## src/rtl/pidt_pkg.sv

```systemverilog
`timescale 1ns / 1ps
// ----------------------------------------------------------------------------
// PID controller package
// Widths, register indexes and the command types shared by the controller
// state machine and the datapath.
// ----------------------------------------------------------------------------
package pidt_pkg;

  localparam int DATA_WIDTH         = 16;
  localparam int GAIN_FRACTION_BITS = 8;
  localparam int INTEGRAL_WIDTH     = 48;

  localparam int GAIN_WIDTH      = 16;
  localparam int OUT_WIDTH       = 16;
  localparam int LIMIT_WIDTH     = OUT_WIDTH - 1;
  localparam int ELAPSED_WIDTH   = 16;
  localparam int CFG_INDEX_WIDTH = 2;
  localparam int CFG_DATA_WIDTH  = GAIN_WIDTH;

  localparam int ERR_WIDTH     = DATA_WIDTH + 1;
  localparam int NUM_WIDTH     = DATA_WIDTH + 2;
  localparam int DIV_STEPS     = NUM_WIDTH;
  localparam int DIV_CNT_WIDTH = $clog2(DIV_STEPS + 1);

  localparam int INT_LO_WIDTH = INTEGRAL_WIDTH / 2;
  localparam int INT_HI_WIDTH = INTEGRAL_WIDTH - INT_LO_WIDTH;

  localparam int MUL_A0 = INT_HI_WIDTH + 1;
  localparam int MUL_A1 = NUM_WIDTH;
  localparam int MUL_A2 = ELAPSED_WIDTH + 1;
  localparam int MUL_A_WIDTH = (MUL_A0 > MUL_A1) ? ((MUL_A0 > MUL_A2) ? MUL_A0 : MUL_A2)
                                                 : ((MUL_A1 > MUL_A2) ? MUL_A1 : MUL_A2);
  localparam int MUL_B_WIDTH = (ERR_WIDTH > GAIN_WIDTH) ? ERR_WIDTH : GAIN_WIDTH;
  localparam int PROD_WIDTH  = MUL_A_WIDTH + MUL_B_WIDTH;
  localparam int ACC_WIDTH   = 64;

  localparam logic signed [INTEGRAL_WIDTH-1:0] IOP_LIMIT =
    {2'b01, {(INTEGRAL_WIDTH - 2){1'b0}}};

  localparam logic [CFG_INDEX_WIDTH-1:0] REG_GAIN_P   = CFG_INDEX_WIDTH'(0);
  localparam logic [CFG_INDEX_WIDTH-1:0] REG_GAIN_D   = CFG_INDEX_WIDTH'(1);
  localparam logic [CFG_INDEX_WIDTH-1:0] REG_GAIN_I   = CFG_INDEX_WIDTH'(2);
  localparam logic [CFG_INDEX_WIDTH-1:0] REG_OUT_LIM  = CFG_INDEX_WIDTH'(3);

  typedef enum logic [2:0] {
    MUL_ERR_ELAPSED,
    MUL_P,
    MUL_D,
    MUL_I_LO,
    MUL_I_HI
  } mul_sel_t;

  typedef enum logic [2:0] {
    ACC_HOLD,
    ACC_CLEAR,
    ACC_LOAD,
    ACC_ADD,
    ACC_ADD_HI
  } acc_op_t;

  typedef struct packed {
    logic     start;
    logic     clear;
    logic     div_step;
    mul_sel_t mul_sel;
    logic     integ_update;
    logic     iop_load;
    acc_op_t  acc_op;
    logic     out_load;
  } dp_cmd_t;

  typedef struct packed {
    logic [GAIN_WIDTH-1:0]  gain_p;
    logic [GAIN_WIDTH-1:0]  gain_d;
    logic [GAIN_WIDTH-1:0]  gain_i;
    logic [LIMIT_WIDTH-1:0] limit;
  } cfg_t;

endpackage

```

## src/rtl/pid_controller_timed.sv

```systemverilog
`timescale 1ns / 1ps
// ----------------------------------------------------------------------------
// PID controller with elapsed-time input
// Fixed-point PID update with Q8.8 gains, saturating integral and clamped
// drive output.
// ----------------------------------------------------------------------------
// One request is taken at a time. An update request passes first through the
// bit-serial restoring divider that forms the derivative, whose last step also
// forms error times elapsed in the single shared signed multiplier; then a
// step that updates the integral and forms the proportional product; then
// steps that form the derivative product and the two halves of the integral
// product while the accumulator gathers the terms; a step that adds the last
// half; and a step to clamp and register the result. A clear request zeroes
// the stored error and integral and goes straight to that final step, which
// registers a zero drive. The next request is accepted in the cycle after a
// result is registered, even while that result still waits to be taken; a
// result that cannot be registered because the previous one is still held
// waits in the final step. Configuration writes take effect in the next cycle
// and are meant to be made while the block is idle.
module pid_controller_timed (
  input  logic                                   clk,
  input  logic                                   rst,
  input  logic                                   in_valid,
  output logic                                   in_stall,
  input  logic                                   cmd,
  input  logic signed [pidt_pkg::DATA_WIDTH-1:0] demand,
  input  logic signed [pidt_pkg::DATA_WIDTH-1:0] measurement,
  input  logic [pidt_pkg::ELAPSED_WIDTH-1:0]     elapsed_ms,
  output logic                                   out_valid,
  input  logic                                   out_stall,
  output logic signed [pidt_pkg::OUT_WIDTH-1:0]  drive,
  output logic                                   clamped,
  input  logic                                   cfg_write,
  input  logic [pidt_pkg::CFG_INDEX_WIDTH-1:0]   cfg_index,
  input  logic [pidt_pkg::CFG_DATA_WIDTH-1:0]    cfg_data
);
  import pidt_pkg::*;

  cfg_t    cfg;
  dp_cmd_t dpc;

  pidt_regs u_regs (
    .clk       (clk),
    .rst       (rst),
    .cfg_write (cfg_write),
    .cfg_index (cfg_index),
    .cfg_data  (cfg_data),
    .cfg       (cfg)
  );

  pidt_ctrl u_ctrl (
    .clk       (clk),
    .rst       (rst),
    .in_valid  (in_valid),
    .in_stall  (in_stall),
    .cmd       (cmd),
    .out_valid (out_valid),
    .out_stall (out_stall),
    .dpc       (dpc)
  );

  pidt_datapath u_datapath (
    .clk         (clk),
    .rst         (rst),
    .dpc         (dpc),
    .cfg         (cfg),
    .demand      (demand),
    .measurement (measurement),
    .elapsed_ms  (elapsed_ms),
    .drive       (drive),
    .clamped     (clamped)
  );

endmodule

```

## src/rtl/pidt_regs.sv

```systemverilog
`timescale 1ns / 1ps
// ----------------------------------------------------------------------------
// PID controller configuration registers
// Holds the three gains and the output limit. A zero limit write is ignored.
// ----------------------------------------------------------------------------
module pidt_regs (
  input  logic                                 clk,
  input  logic                                 rst,
  input  logic                                 cfg_write,
  input  logic [pidt_pkg::CFG_INDEX_WIDTH-1:0] cfg_index,
  input  logic [pidt_pkg::CFG_DATA_WIDTH-1:0]  cfg_data,
  output pidt_pkg::cfg_t                       cfg
);
  import pidt_pkg::*;

  always_ff @(posedge clk) begin
    if (rst) begin
      cfg.gain_p <= '0;
      cfg.gain_d <= '0;
      cfg.gain_i <= '0;
      cfg.limit  <= '1;
    end else if (cfg_write) begin
      case (cfg_index)
        REG_GAIN_P: cfg.gain_p <= cfg_data[GAIN_WIDTH-1:0];
        REG_GAIN_D: cfg.gain_d <= cfg_data[GAIN_WIDTH-1:0];
        REG_GAIN_I: cfg.gain_i <= cfg_data[GAIN_WIDTH-1:0];
        REG_OUT_LIM: begin
          if (cfg_data[LIMIT_WIDTH-1:0] != '0) begin
            cfg.limit <= cfg_data[LIMIT_WIDTH-1:0];
          end
        end
        default: ;
      endcase
    end
  end

endmodule

```

## src/rtl/pidt_ctrl.sv

```systemverilog
`timescale 1ns / 1ps
// ----------------------------------------------------------------------------
// PID controller sequencer
// Steps the datapath through the divide, the integral update and the
// multiply-accumulate passes, and owns the request handshakes.
// ----------------------------------------------------------------------------
module pidt_ctrl (
  input  logic              clk,
  input  logic              rst,
  input  logic              in_valid,
  output logic              in_stall,
  input  logic              cmd,
  output logic              out_valid,
  input  logic              out_stall,
  output pidt_pkg::dp_cmd_t dpc
);
  import pidt_pkg::*;

  typedef enum logic [3:0] {
    S_IDLE,
    S_DIV,
    S_INTEG,
    S_PROD_P,
    S_PROD_D,
    S_PROD_ILO,
    S_PROD_IHI,
    S_FINISH
  } state_t;

  state_t                   state;
  logic [DIV_CNT_WIDTH-1:0] div_cnt;
  logic                     accept;
  logic                     out_free;

  assign in_stall = (state != S_IDLE);
  assign accept   = in_valid && (state == S_IDLE);
  assign out_free = !out_valid || !out_stall;

  always_comb begin
    dpc = '0;
    dpc.mul_sel = MUL_ERR_ELAPSED;
    dpc.acc_op  = ACC_HOLD;
    case (state)
      S_IDLE: begin
        dpc.start = accept && !cmd;
        dpc.clear = accept && cmd;
        dpc.acc_op = (accept && cmd) ? ACC_CLEAR : ACC_HOLD;
      end
      S_DIV: begin
        dpc.div_step = 1'b1;
        dpc.mul_sel  = MUL_ERR_ELAPSED;
      end
      S_INTEG: begin
        dpc.integ_update = 1'b1;
        dpc.mul_sel      = MUL_P;
      end
      S_PROD_P: begin
        dpc.acc_op   = ACC_LOAD;
        dpc.iop_load = 1'b1;
        dpc.mul_sel  = MUL_D;
      end
      S_PROD_D: begin
        dpc.acc_op  = ACC_ADD;
        dpc.mul_sel = MUL_I_LO;
      end
      S_PROD_ILO: begin
        dpc.acc_op  = ACC_ADD;
        dpc.mul_sel = MUL_I_HI;
      end
      S_PROD_IHI: begin
        dpc.acc_op = ACC_ADD_HI;
      end
      S_FINISH: begin
        dpc.out_load = out_free;
      end
      default: ;
    endcase
  end

  always_ff @(posedge clk) begin
    if (rst) begin
      state     <= S_IDLE;
      div_cnt   <= '0;
      out_valid <= 1'b0;
    end else begin
      if (state == S_FINISH && out_free) begin
        out_valid <= 1'b1;
      end else if (!out_stall) begin
        out_valid <= 1'b0;
      end
      case (state)
        S_IDLE: begin
          div_cnt <= '0;
          if (accept) begin
            state <= cmd ? S_FINISH : S_DIV;
          end
        end
        S_DIV: begin
          div_cnt <= div_cnt + 1'b1;
          if (div_cnt == DIV_CNT_WIDTH'(DIV_STEPS - 1)) begin
            state <= S_INTEG;
          end
        end
        S_INTEG:    state <= S_PROD_P;
        S_PROD_P:   state <= S_PROD_D;
        S_PROD_D:   state <= S_PROD_ILO;
        S_PROD_ILO: state <= S_PROD_IHI;
        S_PROD_IHI: state <= S_FINISH;
        S_FINISH: begin
          if (out_free) begin
            state <= S_IDLE;
          end
        end
        default: state <= S_IDLE;
      endcase
    end
  end

endmodule

```

## src/rtl/pidt_datapath.sv

```systemverilog
`timescale 1ns / 1ps
// ----------------------------------------------------------------------------
// PID controller datapath
// Error and derivative registers, a restoring divider, the saturating
// integral, one shared signed multiplier, the accumulator and the clamp.
// ----------------------------------------------------------------------------
module pidt_datapath (
  input  logic                                   clk,
  input  logic                                   rst,
  input  pidt_pkg::dp_cmd_t                      dpc,
  input  pidt_pkg::cfg_t                         cfg,
  input  logic signed [pidt_pkg::DATA_WIDTH-1:0] demand,
  input  logic signed [pidt_pkg::DATA_WIDTH-1:0] measurement,
  input  logic [pidt_pkg::ELAPSED_WIDTH-1:0]     elapsed_ms,
  output logic signed [pidt_pkg::OUT_WIDTH-1:0]  drive,
  output logic                                   clamped
);
  import pidt_pkg::*;

  logic signed [ERR_WIDTH-1:0]      error;
  logic signed [ERR_WIDTH-1:0]      prev_error;
  logic [ELAPSED_WIDTH-1:0]         elapsed;
  logic signed [INTEGRAL_WIDTH-1:0] integral;
  logic signed [INTEGRAL_WIDTH-1:0] iop;
  logic [ELAPSED_WIDTH-1:0]         div_rem;
  logic [NUM_WIDTH-1:0]             div_quo;
  logic                             div_neg;
  logic                             div_zero;
  logic signed [PROD_WIDTH-1:0]     prod;
  logic signed [ACC_WIDTH-1:0]      acc;

  logic signed [ERR_WIDTH-1:0]      err_new;
  logic signed [NUM_WIDTH-1:0]      num;
  logic [ELAPSED_WIDTH:0]           rem_shift;
  logic [ELAPSED_WIDTH:0]           rem_diff;
  logic signed [NUM_WIDTH-1:0]      deriv;
  logic signed [MUL_A_WIDTH-1:0]    mul_a;
  logic signed [MUL_B_WIDTH-1:0]    mul_b;
  logic signed [INTEGRAL_WIDTH:0]   integ_sum;
  logic signed [INTEGRAL_WIDTH-1:0] integ_next;
  logic signed [INTEGRAL_WIDTH-1:0] iop_next;
  logic signed [ACC_WIDTH-1:0]      acc_shift;
  logic signed [ACC_WIDTH-1:0]      lim_pos;
  logic signed [ACC_WIDTH-1:0]      lim_neg;
  logic signed [OUT_WIDTH-1:0]      drive_next;
  logic                             clamped_next;

  assign err_new = ERR_WIDTH'(demand) - ERR_WIDTH'(measurement);
  assign num     = NUM_WIDTH'(prev_error) - NUM_WIDTH'(err_new);

  assign rem_shift = {div_rem, div_quo[NUM_WIDTH-1]};
  assign rem_diff  = rem_shift - {1'b0, elapsed};

  always_comb begin
    if (div_zero) begin
      deriv = '0;
    end else if (div_neg) begin
      deriv = -$signed(div_quo);
    end else begin
      deriv = $signed(div_quo);
    end
  end

  always_comb begin
    case (dpc.mul_sel)
      MUL_ERR_ELAPSED: begin
        mul_a = MUL_A_WIDTH'({1'b0, elapsed});
        mul_b = MUL_B_WIDTH'(error);
      end
      MUL_P: begin
        mul_a = MUL_A_WIDTH'(error);
        mul_b = MUL_B_WIDTH'($signed(cfg.gain_p));
      end
      MUL_D: begin
        mul_a = MUL_A_WIDTH'(deriv);
        mul_b = MUL_B_WIDTH'($signed(cfg.gain_d));
      end
      MUL_I_LO: begin
        mul_a = MUL_A_WIDTH'({1'b0, iop[INT_LO_WIDTH-1:0]});
        mul_b = MUL_B_WIDTH'($signed(cfg.gain_i));
      end
      MUL_I_HI: begin
        mul_a = MUL_A_WIDTH'($signed(iop[INTEGRAL_WIDTH-1:INT_LO_WIDTH]));
        mul_b = MUL_B_WIDTH'($signed(cfg.gain_i));
      end
      default: begin
        mul_a = '0;
        mul_b = '0;
      end
    endcase
  end

  // The integral sticks at the end of its range instead of wrapping.
  assign integ_sum = (INTEGRAL_WIDTH + 1)'(integral) + (INTEGRAL_WIDTH + 1)'(prod);

  always_comb begin
    if (integ_sum[INTEGRAL_WIDTH] != integ_sum[INTEGRAL_WIDTH-1]) begin
      integ_next = integ_sum[INTEGRAL_WIDTH] ? {1'b1, {(INTEGRAL_WIDTH - 1){1'b0}}}
                                             : {1'b0, {(INTEGRAL_WIDTH - 1){1'b1}}};
    end else begin
      integ_next = integ_sum[INTEGRAL_WIDTH-1:0];
    end
  end

  always_comb begin
    if (integral > IOP_LIMIT) begin
      iop_next = IOP_LIMIT;
    end else if (integral < -IOP_LIMIT) begin
      iop_next = -IOP_LIMIT;
    end else begin
      iop_next = integral;
    end
  end

  assign acc_shift = acc >>> GAIN_FRACTION_BITS;
  assign lim_pos   = ACC_WIDTH'({1'b0, cfg.limit});
  assign lim_neg   = -lim_pos;

  always_comb begin
    if (acc_shift > lim_pos) begin
      drive_next   = lim_pos[OUT_WIDTH-1:0];
      clamped_next = 1'b1;
    end else if (acc_shift < lim_neg) begin
      drive_next   = lim_neg[OUT_WIDTH-1:0];
      clamped_next = 1'b1;
    end else begin
      drive_next   = acc_shift[OUT_WIDTH-1:0];
      clamped_next = 1'b0;
    end
  end

  always_ff @(posedge clk) begin
    if (rst) begin
      prev_error <= '0;
      integral   <= '0;
    end else if (dpc.clear) begin
      prev_error <= '0;
      integral   <= '0;
    end else begin
      if (dpc.start) begin
        prev_error <= err_new;
      end
      if (dpc.integ_update) begin
        integral <= integ_next;
      end
    end
  end

  always_ff @(posedge clk) begin
    if (dpc.start) begin
      error    <= err_new;
      elapsed  <= elapsed_ms;
      div_rem  <= '0;
      div_neg  <= num[NUM_WIDTH-1];
      div_quo  <= num[NUM_WIDTH-1] ? NUM_WIDTH'(-num) : NUM_WIDTH'(num);
      div_zero <= (elapsed_ms == '0);
    end else if (dpc.div_step) begin
      div_rem <= rem_diff[ELAPSED_WIDTH] ? rem_shift[ELAPSED_WIDTH-1:0]
                                         : rem_diff[ELAPSED_WIDTH-1:0];
      div_quo <= {div_quo[NUM_WIDTH-2:0], ~rem_diff[ELAPSED_WIDTH]};
    end

    prod <= mul_a * mul_b;

    if (dpc.iop_load) begin
      iop <= iop_next;
    end

    case (dpc.acc_op)
      ACC_CLEAR:  acc <= '0;
      ACC_LOAD:   acc <= ACC_WIDTH'(prod);
      ACC_ADD:    acc <= acc + ACC_WIDTH'(prod);
      ACC_ADD_HI: acc <= acc + (ACC_WIDTH'(prod) <<< INT_LO_WIDTH);
      default:    ;
    endcase

    if (dpc.out_load) begin
      drive   <= drive_next;
      clamped <= clamped_next;
    end
  end

endmodule
```

## config.mk

```make
export PLATFORM = sky130hd
export DESIGN_NAME = pid_controller_timed
export DESIGN_NICKNAME = d
export VERILOG_FILES = /design/src/rtl/pidt_pkg.sv /design/src/rtl/pid_controller_timed.sv /design/src/rtl/pidt_regs.sv /design/src/rtl/pidt_ctrl.sv /design/src/rtl/pidt_datapath.sv
export SDC_FILE = /design/constraint.sdc
export NUM_CORES = 2
export LEC_CHECK = 0
export BUFFER_PORTS_ARGS = -buffer_cell sky130_fd_sc_hd__buf_2
export CORE_MARGIN = 3
export CORE_UTILIZATION = 28
export DETAILED_ROUTE_END_ITERATION = 6
export SYNTH_ARGS = -nofsm -noshare
export SYNTH_HDL_FRONTEND = slang
export SYNTH_HIERARCHICAL = 1
export SYNTH_SLANG_ARGS = --single-unit
export TNS_END_PERCENT = 10
```

## constraint.sdc

```tcl
create_clock -name clk -period 12.53 [get_ports clk]
set_clock_uncertainty 0.15 [all_clocks]
set_input_delay 1.8795 -clock clk [delete_from_list [all_inputs] [get_ports clk]]
set_output_delay 1.8795 -clock clk [all_outputs]
set_load 0.01 [all_outputs]
```

* Yosys cells after proc, flatten, opt, wreduce, memory -nomap -nowiden
Index checks and enable logic that the tools add are counted.
** Storage, ports and cells
- Bits in registers :: 378
- Bits in latches :: 0
- RAM bits :: 0
- Memory bits (read-only) :: 0
- Input port bits :: 72
- Output and inout port bits :: 19
- Word-level logic and storage cells :: 119
- Memories :: 0
** Operators by class
- Add/subtract/negate cells :: 10
- Multipliers :: 1
- Div/mod/pow operators :: 0
- $lt $le $gt $ge :: 4
- Equality and inequality tests :: 24
- Shifts and indexed selects :: 0
- Multiplexer cells :: 31
- Bitwise logic cells :: 1
- Reductions and logical operators :: 26
** Operators with widths (count)
- $pmux W64 S4 :: 1
- $mux W48 :: 3
- $pmux W25 S5 :: 1
- $mux W18 :: 5
- $pmux W17 S4 :: 1
- $add A64 B42 Y64 :: 1
- $add A64 B64 Y64 :: 1
- $lt A56 B64 Y1 :: 1
- $neg A15 Y64 :: 1
- $gt A56 B16 Y1 :: 1
- $add A48 B42 Y49 :: 1
- $gt A48 B48 Y1 const B :: 1
- $lt A48 B47 Y1 const B :: 1
- $mul A25 B17 Y42 :: 1
- $neg A18 Y18 :: 2
- $mux W16 :: 2
- $pmux W4 S8 :: 1
- $pmux W3 S4 :: 2
- $sub A17 B17 Y18 :: 1
- $sub A16 B16 Y17 :: 1
- $sub A17 B16 Y17 :: 1
- $eq A4 B3 Y1 const B :: 4
- $logic_not A16 Y1 :: 1
- $mux W15 :: 1
- other kinds (29) :: 61

* Depth between registers and ports, before layout
- Depth in word-level cells :: 7
- Depth in mapped cells :: 38
- Mapped depth without buffers :: 34

* Cells and area by module
The synthesis kept the hierarchy.
** Modules (own cells, without submodules)
- pidt_datapath :: times used 1, cells an instance 4675, area each 40661.5 sq um, seq. area each 7927.6 sq um
- pidt_regs :: times used 1, cells an instance 303, area each 2446.1 sq um, seq. area each 1261.2 sq um
- pidt_ctrl :: times used 1, cells an instance 74, area each 560.5 sq um, seq. area each 180.2 sq um

* Worst setup path after synthesis
OpenSTA, ideal clock, no wires.
- Path type :: register to register
- Start point :: reg u_ctrl.state[1]
- End point :: reg u_datapath.prod[40]
- Library setup time :: 0.118 ns
- Data arrival time :: 8.541 ns
- Required time :: 12.262 ns
- Slack :: 3.721 ns
- Stages on the path, launching flop included :: 37
- Buffers on the path :: 4
- Period minus slack after synthesis :: 8.809 ns
- Cell sequence :: dfxtp_1 > buf_6 > nand2b_1 > nor2_1 > inv_1 > nor3_1 > or2_2 > clkbuf_1 > clkbuf_1 > nand2_1 > o21ai_1 > clkbuf_1 > nand2_1 > fa_1 > inv_1 > fa_1 > inv_1 > fa_1 > fa_1 > inv_1 > fa_1 > inv_1 > fa_1 > inv_1 > ha_1 > nand3_1 > nor2_1 > nand4_1 > a311oi_1 > o31ai_1 > a21oi_1 > nor4_1 > or4_1 > a31oi_1 > a21o_1 > a21oi_1 > xnor2_1
** RTL lines
- start, declared :: line pidt_ctrl.sv:30 : state_t state;
- start signal, assigned :: line pidt_ctrl.sv:95 : state <= cmd ? S_FINISH : S_DIV;
- end signal, assigned :: line pidt_datapath.sv:163 : prod <= mul_a * mul_b;
- end, declared :: line pidt_datapath.sv:29 : logic signed [PROD_WIDTH-1:0] prod;

==> out/results.tsv <==
metric	value	unit
gp_congestion	0.9541	
ioPinCount	91	
worstSetupPathType	reg2reg	
yosysMostFrequentCell	inv_1	
initial_core_util	28.25	%
r2r_end	u_datapath/prod[41]	
die_w	400.9	um
firstDrtPassIters	6	
drive_gt1_share	6.370	%
slew_viol_final	0	
r2r_slack	1.88	ns
synth_area	0.04367	mm2
die_h	400.9	um
final_cells	7122	
first_global_vias	35755	
core_area	0.1546	mm2
clock.fmax	0.09392	GHz
io_buffers	90	
period_needed	10.65	ns
r2r_cells	31	
yosysSeqAreaShare	21.45	%
fp-row-count	144	
async_flop_share	0	%
avgSynthCellArea	8.644	um2
ys_types	95	
cpMostUsedCell	fa_1	
setup_viol	0	
clock_latency	0.61	ns
drt_iter0_markers	3367	
cts_resized	0	
drv_cap	0	
syn_nets	5929	
drc	0	
ys_top_cells_by_area	fa_1 (19%), edfxtp_1 (13%), ha_1 (11%)	
hp-class	reg2reg	
wl	144600	um
cts_tree	done	
synthTopCellsByCount	inv_1 (640), nor2_1 (482), nand2_1 (446), fa_1 (422), ha_1 (383)	
worstMarginPinSlew	1.267	ns
yosys.area.top_type_share	19.35	%
status	completed	
clock_path_buffers	3	
cts.clk_slew.worst_paths	0.06	ns
whs_path_depth	2	
crit_path_max_incr_delay	0.71	ns
r2r-start	u_ctrl/state[0]	
relSlewSlack	14.98	%
critPathMaxFanout	29	
start_kind	flop	
cts_root_buf	clkbuf_16	
dieArea	0.1607	mm2
cts.sinks	377	
hold_buffers	0	
ant_nets	0	
nets	5913	
ys_warn_count	6	
via_per_inst	5.177	
vias	36874	
min_from	u_regs/cfg[45]	
hold_end	u_regs/cfg[45]	
synth_seq_cells	377	
grt_overflow	0	
grt_max_degree	75	
postCtsSetupRepairBufs	0	
period_share	84.97	%
grt_pass1_wl	220600	um
ys.flop_type	dfxtp_1	
antenna_found_initial	17	
rsz0062_at_grt	no	
cts_inserted_buffers	43	
hold_viol	0	
wl_per_cell	20.31	um
cp.required	12.85	ns
hold_slack	0.3134	ns
fin_util	30.92	%
track_usage	17.63	%
crit_arrival	10.96	ns
tns	0	ns
yosysTopAreaCell	fa_1	
synth_edf_count	182	
dpl.hpwl	114900	um
syn_inst	5052	
h-tree-depth	2	
syn2layout_area_growth	9.473	%
critical-path-slowest-cell	a211oi_1	
dp_cells	7035	
end_kind	flop	
## worst max-delay path by stage
stage	start	end	slack [ns]	cells after the start
after floorplan	u_ctrl/state[1]	u_datapath/prod[40]	3.72	36
after global placement	u_ctrl/state[2]	u_datapath/prod[41]	2.29	29
after detailed placement	u_ctrl/state[2]	u_datapath/prod[41]	2.18	29
after CTS	u_ctrl/state[2]	u_datapath/prod[41]	2.10	29
after global routing	u_ctrl/state[2]	u_datapath/prod[40]	1.26	31
final	u_ctrl/state[0]	u_datapath/prod[41]	1.88	31
## cells by family after synthesis
| kind of cell | share of synthesized area (%) |
|---|---|
| and+or+nand+nor | 15.50 |
| xor gates and xnor gates | 4.974 |
| adders and majority gates | 31.37 |
| DFF | 21.45 |
| muxes | 1.817 |
| buffers and inverters | 7.498 |
| AOI/OAI and AO/OA | 17.39 |
## registers in the layout, summed over array words and instances, names as in the netlist, 3 cells and up
register and count:
u_datapath/iop 48, u_ctrl/div_cnt 5, u_datapath/drive 16, u_datapath/prev_error 17, u_datapath/div_rem 16, u_datapath/error 17
u_datapath/div_quo 18, u_datapath/prod 42, u_regs/cfg 63, u_datapath/acc 64, u_datapath/integral 48, u_datapath/elapsed 16
u_ctrl/state 3
## stage by stage
stage	setup WS, ns	area [um2]
2_1_floorplan	3.721	43670
3_3_place_gp	2.289	46360
3_5_place_dp	2.184	46360
4_1_cts	2.096	47790
5_1_grt	1.258	47790
6_report	1.883	47800
## layout by cell type, fill, tap and decap left out, drive strengths merged, types with 36 or more instances in the layout
master	count
nor3	63
nor2b	49
buf	150
nor2	482
and2	71
nand2	446
ha	383
nand3	81
a22oi	46
o21ai	268
nand4	43
a211oi	41
nor4	36
a21oi	369
fa	422
mux2i	59
dfxtp	195
edfxtp	182
xnor2	160
o21a	46
a21o	125
xor2	88
o211ai	43
clkbuf	56
inv	643
nand2b	53
maj3	45
## layer usage
| metal | GRT usage (%) | share of wire, % | vias to the layer above |
|---|---|---|---|
| li1 | - | - | 17221 |
| met1 | 24.17 | 44 | 17842 |
| met2 | 26.93 | 43 | 1476 |
| met3 | 3.216 | 8.0 | 321 |
| met4 | 8.042 | 5.3 | 14 |
| met5 | 0 | 0.066 | - |
## area by class of cell
class	count	area (um2)
Antenna cell	7	17.52
Inverter	640	2402
Clock inverter	24	231.5
Tap cell	2044	2557
Timing Repair Buffer	150	900.9
Sequential cell	377	9369
Fill cell	16216	106800
Clock buffer	56	1197
Multi-Input combinational cell	3824	31130
## critical path, delay by kind of cell (launching register included)
family / cells / cell delay, ns
AOI/OAI and AO/OA: 9 / 3.24
xor gates and xnor gates: 1 / 0.17
DFF: 1 / 0.62
and+or+nand+nor: 7 / 1.43
buffers and inverters: 7 / 1.39
adders and majority gates: 7 / 3.52
Power is left out: the tool's default activity adds up to more than one toggle a clock period on the data nets, which glitch-free logic cannot reach.
